==> src/rtl/olh_pkg.sv <==
`default_nettype none
// ----------------------------------------------------------------------------
// olh_pkg
// Shared types and constants for the OLH support counter block.
// ----------------------------------------------------------------------------
package olh_pkg;

    localparam int MAX_ITEMS  = 1024;
    localparam int ITEM_W     = $clog2(MAX_ITEMS);
    localparam int COUNT_W    = 32;
    localparam int HASH_W     = 30;
    localparam int PROD_W     = 42;

    localparam logic [HASH_W-1:0] HASH_PRIME = 30'd1000000007;

    localparam logic REQ_REPORT = 1'b0;
    localparam logic REQ_READ   = 1'b1;

    typedef struct packed {
        logic        req_type;
        logic [9:0]  reported_value;
        logic [29:0] hash_mult;
        logic [29:0] hash_add;
        logic [15:0] uniform_sample;
        logic [9:0]  read_index;
    } t_req;

    typedef struct packed {
        logic [7:0]  chosen_bucket;
        logic [10:0] supported_items;
        logic [31:0] count_value;
    } t_rsp;

endpackage
`default_nettype wire

==> src/rtl/olh_mod.sv <==
`default_nettype none
// ----------------------------------------------------------------------------
// olh_mod
// Bit-serial restoring remainder unit: one dividend bit per cycle.
// ----------------------------------------------------------------------------
module olh_mod (
    input  wire                          i_clk,
    input  wire                          i_rst_n,
    input  wire                          i_start,
    input  wire [olh_pkg::PROD_W-1:0]    i_dividend,
    input  wire [olh_pkg::HASH_W-1:0]    i_divisor,
    output logic                         o_done,
    output logic [olh_pkg::HASH_W-1:0]   o_rem
);
    import olh_pkg::*;

    localparam int CNT_W = $clog2(PROD_W);
    localparam logic [CNT_W-1:0] LAST = CNT_W'(PROD_W - 1);

    logic              r_busy;
    logic              r_done;
    logic [CNT_W-1:0]  r_cnt;
    logic [PROD_W-1:0] r_num;
    logic [HASH_W-1:0] r_den;
    logic [HASH_W-1:0] r_rem;
    logic [HASH_W:0]   w_trial;
    logic [HASH_W-1:0] n_rem;

    always_comb begin
        w_trial = {r_rem, r_num[PROD_W-1]};
        if (w_trial >= {1'b0, r_den}) begin
            n_rem = HASH_W'(w_trial - {1'b0, r_den});
        end else begin
            n_rem = w_trial[HASH_W-1:0];
        end
    end

    always_ff @(posedge i_clk) begin
        if (!i_rst_n) begin
            r_busy <= 1'b0;
            r_done <= 1'b0;
            r_cnt  <= '0;
        end else begin
            r_done <= 1'b0;
            if (i_start) begin
                r_busy <= 1'b1;
                r_cnt  <= '0;
            end else if (r_busy) begin
                r_cnt <= r_cnt + 1'b1;
                if (r_cnt == LAST) begin
                    r_busy <= 1'b0;
                    r_done <= 1'b1;
                end
            end
        end
    end

    always_ff @(posedge i_clk) begin
        if (i_start) begin
            r_num <= i_dividend;
            r_den <= i_divisor;
            r_rem <= '0;
        end else if (r_busy) begin
            r_num <= {r_num[PROD_W-2:0], 1'b0};
            r_rem <= n_rem;
        end
    end

    assign o_done = r_done;
    assign o_rem  = r_rem;

endmodule
`default_nettype wire

==> config.mk <==
export PLATFORM = sky130hd
export DESIGN_NAME = olh_mod
export DESIGN_NICKNAME = d
export VERILOG_FILES = /design/src/rtl/olh_pkg.sv /design/src/rtl/olh_mod.sv
export SDC_FILE = /design/constraint.sdc
export NUM_CORES = 1
export LEC_CHECK = 0
export BUFFER_PORTS_ARGS = -buffer_cell sky130_fd_sc_hd__buf_2
export CORE_MARGIN = 10
export CORE_UTILIZATION = 40
export CTS_BUF_LIST = sky130_fd_sc_hd__clkbuf_16
export DETAILED_ROUTE_END_ITERATION = 8
export HOLD_SLACK_MARGIN = 0.08
export PLACE_DENSITY_LB_ADDON = 0.3
export SYNTH_ARGS = -nofsm -noshare
export SYNTH_HDL_FRONTEND = slang
export SYNTH_SLANG_ARGS = --single-unit
==> constraint.sdc <==
create_clock -name i_clk -period 4.4 [get_ports i_clk]
set_input_delay 0.88 -clock i_clk [delete_from_list [all_inputs] [get_ports i_clk]]
set_output_delay 0.88 -clock i_clk [all_outputs]
set_load 0.02 [all_outputs]
==> results.ini <==
[worst_hold_path]
hp-class=reg2reg
hp-start=o_rem[7]

[detailed_routing]
vias=4628
ant_nets=0
routed_wirelength_um=14700
drt_pre_antenna_iters=4
drc=0
wl_per_cell_um=16.6
first_iter_violations=200
drt-vias-per-instance=5.25

[critical_path]
cp_max_fo=31
cp_num_buf_inv=0
start_kind=flop
r2r-start=o_rem[21]
max_stage_delay_ns=0.81
cp.arrival_ns=3.41
crit_start=o_rem[21]
crit_type=reg2reg
required_ns=4.67
cp_top_family=simple AND/OR/NAND/NOR gates
path_cells=ha_1 -> a21oi_1 -> o21ai_0 -> nor3_1 -> a2111oi_4 -> nor2_4 -> nand2_1 -> a311oi_1
slowest_stage=nor2_4
cp-end-kind=flop

[timing]
whs_ns=0.507
fin_crit_sh_pct=71.3
fin_skew_ns=0.0106
setup_tns_ns=0
worst_pin_slew_ns=1.03
rsz0062_at_grt=no
finalSetupViolCount=0
finalHoldViolCount=0
max_freq_ghz=0.319
relSlewSlack_pct=30.9
fin_crit_ns=3.14
drv_slew=0

[synthesis]
synthMuxAreaShare_pct=10.6
ys_seq_area_share_pct=46.9
synth_compound_area_share_pct=14.6
yosys.cell_types.count=66
synth_area_per_cell_um2=10.9
synth-main-ff-cell=edfxtp_1
synth_xor_area_share_pct=3.93
ys_top_cells_by_count=edfxtp_1, inv_1, mux2_2, nor2_1, dfxtp_1
async_flop_share_pct=0
synth_seq_cells=110
synth_area_um2=6230
synth_cells=570
synth_top_family_by_area=compound AO/OA/AOI/OAI gates
ys_warn_count=0
synth.most_common_cell=edfxtp_1
synth_top_area_share_pct=34.7
ys_top_cells_by_area=edfxtp_1, dfxtp_1, mux2_2
synth_fa_ha_area_share_pct=6.74
syn_nets=678
synth-simple-area-share_pct=11.1
synth_edf_count=72
synth_top_area_cell=edfxtp_1

[job]
max-cap-violations=0

[cells_and_area]
syn_to_final_growth_pct=14.9
postLayoutCoreUtil_pct=46.9
nets=773
stdcell_area_um2=7160
drive_gt1_share_pct=27.9

[power_and_ir_drop]
clockPowerShare_pct=31.4
combPwrFrac_pct=22.4
peakVddDrop_v=0.000225
switching_power_w=0.000798
swShare_pct=29.7
intPower_w=0.00189
seq_power_share_pct=46.3
p_leak_nw=3.10
total_power_w=0.00269
powerDensity_nw_per_um2=375

[clock_tree]
clockBufferDepth=2
hold_buffers=0
cts_root_buf=clkbuf_16
cts_tree=yes
insertion_delay_ns=0.36
postCtsSetupBuffers=0
cts_buffers=9
h-tree-depth=3
postCtsResizedCells=0
cts.clk_slew.worst_paths_ns=0.08
numClockSinks=110

[floorplanning]
initial_utilization_pct=40.9
pin_count=106
die_area_um2=21000
die_h_um=145
coreArea_um2=15300
rows=45
die_w_um=145

[global_routing]
grt_pass1_wl_um=24200
antenna_found_initial=4
grt.total_usage_pct=14.6
grt_pass1_vias=4847
grt_max_degree=48
overflow=0

[run_status]
run_status=finished, final reports clean

[placed_design]
dpl.hpwl_um=10900
port_buffers=105
place.gp.congestion=0.914
placed_area_um2=6850

state kept, by name, indices dropped and copies added (netlist names):
signal and count:
r_num 42, o_rem 30, r_den 30, r_cnt 6
o_done 1, r_busy 1
worst min-delay path, stage by stage, from the launching register on:
cell	delay (ns)
dfxtp_1	0.34
nand2_1	0.06
o21ai_0	0.06
layer usage:
metal | track usage [%] | part of all wire [%]
met4 | 3.72 | 1.1
met3 | 6.88 | 9.1
met1 | 16.4 | 42
met5 | 0 | 0.28
met2 | 24.4 | 47
stage by stage:
stage / cells / setup slack, ns
2_1_floorplan: 570 / 1.70
3_3_place_gp: 865 / 1.38
3_5_place_dp: 865 / 1.25
4_1_cts: 881 / 1.21
5_1_grt: 881 / 0.880
6_report: 882 / 1.26
layout by cell type, fill, tap and decap left out, types with 11 or more instances in the layout:
master and instances:
xnor2_1 15, mux2i_1 19, a21oi_1 26, nand4_1 11, mux2_2 42, o21ai_0 21, nand2_1 33, ha_1 32
buf_2 104, a211oi_1 14, nor2_1 42, dfxtp_1 38, edfxtp_1 72, xor2_1 13, inv_1 43
power by group through the flow:
stage	Combinational, W	Clock (W)	Sequential [W]
global placement	0.000589	0	0.00126
CTS	0.000604	0.000877	0.00124
detailed placement	0.000602	0	0.00127
finish	0.000600	0.000843	0.00124
floorplan	0.000445	0	0.00128
global route	0.000668	0.000917	0.00125
layout make-up:
class                           instances  area, µm²
Clock inverter                          6       55.1
Multi-Input combinational cell        390       2930
Antenna cell                            1       2.50
Fill cell                            1450       8100
Clock buffer                           10        250
Tap cell                              211        264
Timing Repair Buffer                  111        573
Sequential cell                       110       2920
Inverter                               43        161
worst paths after layout:
path / end / slack (ns) / cells past startpoint
worst max-delay path: o_rem[28] / 1.26 / 8
worst min-delay path: o_rem[7] / 0.51 / 2
worst max register to register: o_rem[28] / 1.26 / 8
worst min register to register: o_rem[7] / 0.51 / 2
logic make-up (layout without fill, tap and decap cells):
kind of cell | count (synthesis) | in the layout
buffers and inverters | 70 | 170
xor gates and xnor gates | 28 | 28
muxes | 61 | 61
DFF | 110 | 110
and+or+nand+nor | 138 | 138
AOI/OAI and AO/OA | 130 | 130
other | 0 | 1
adders and majority gates | 33 | 33
Power figures use the tool's default switching activity.
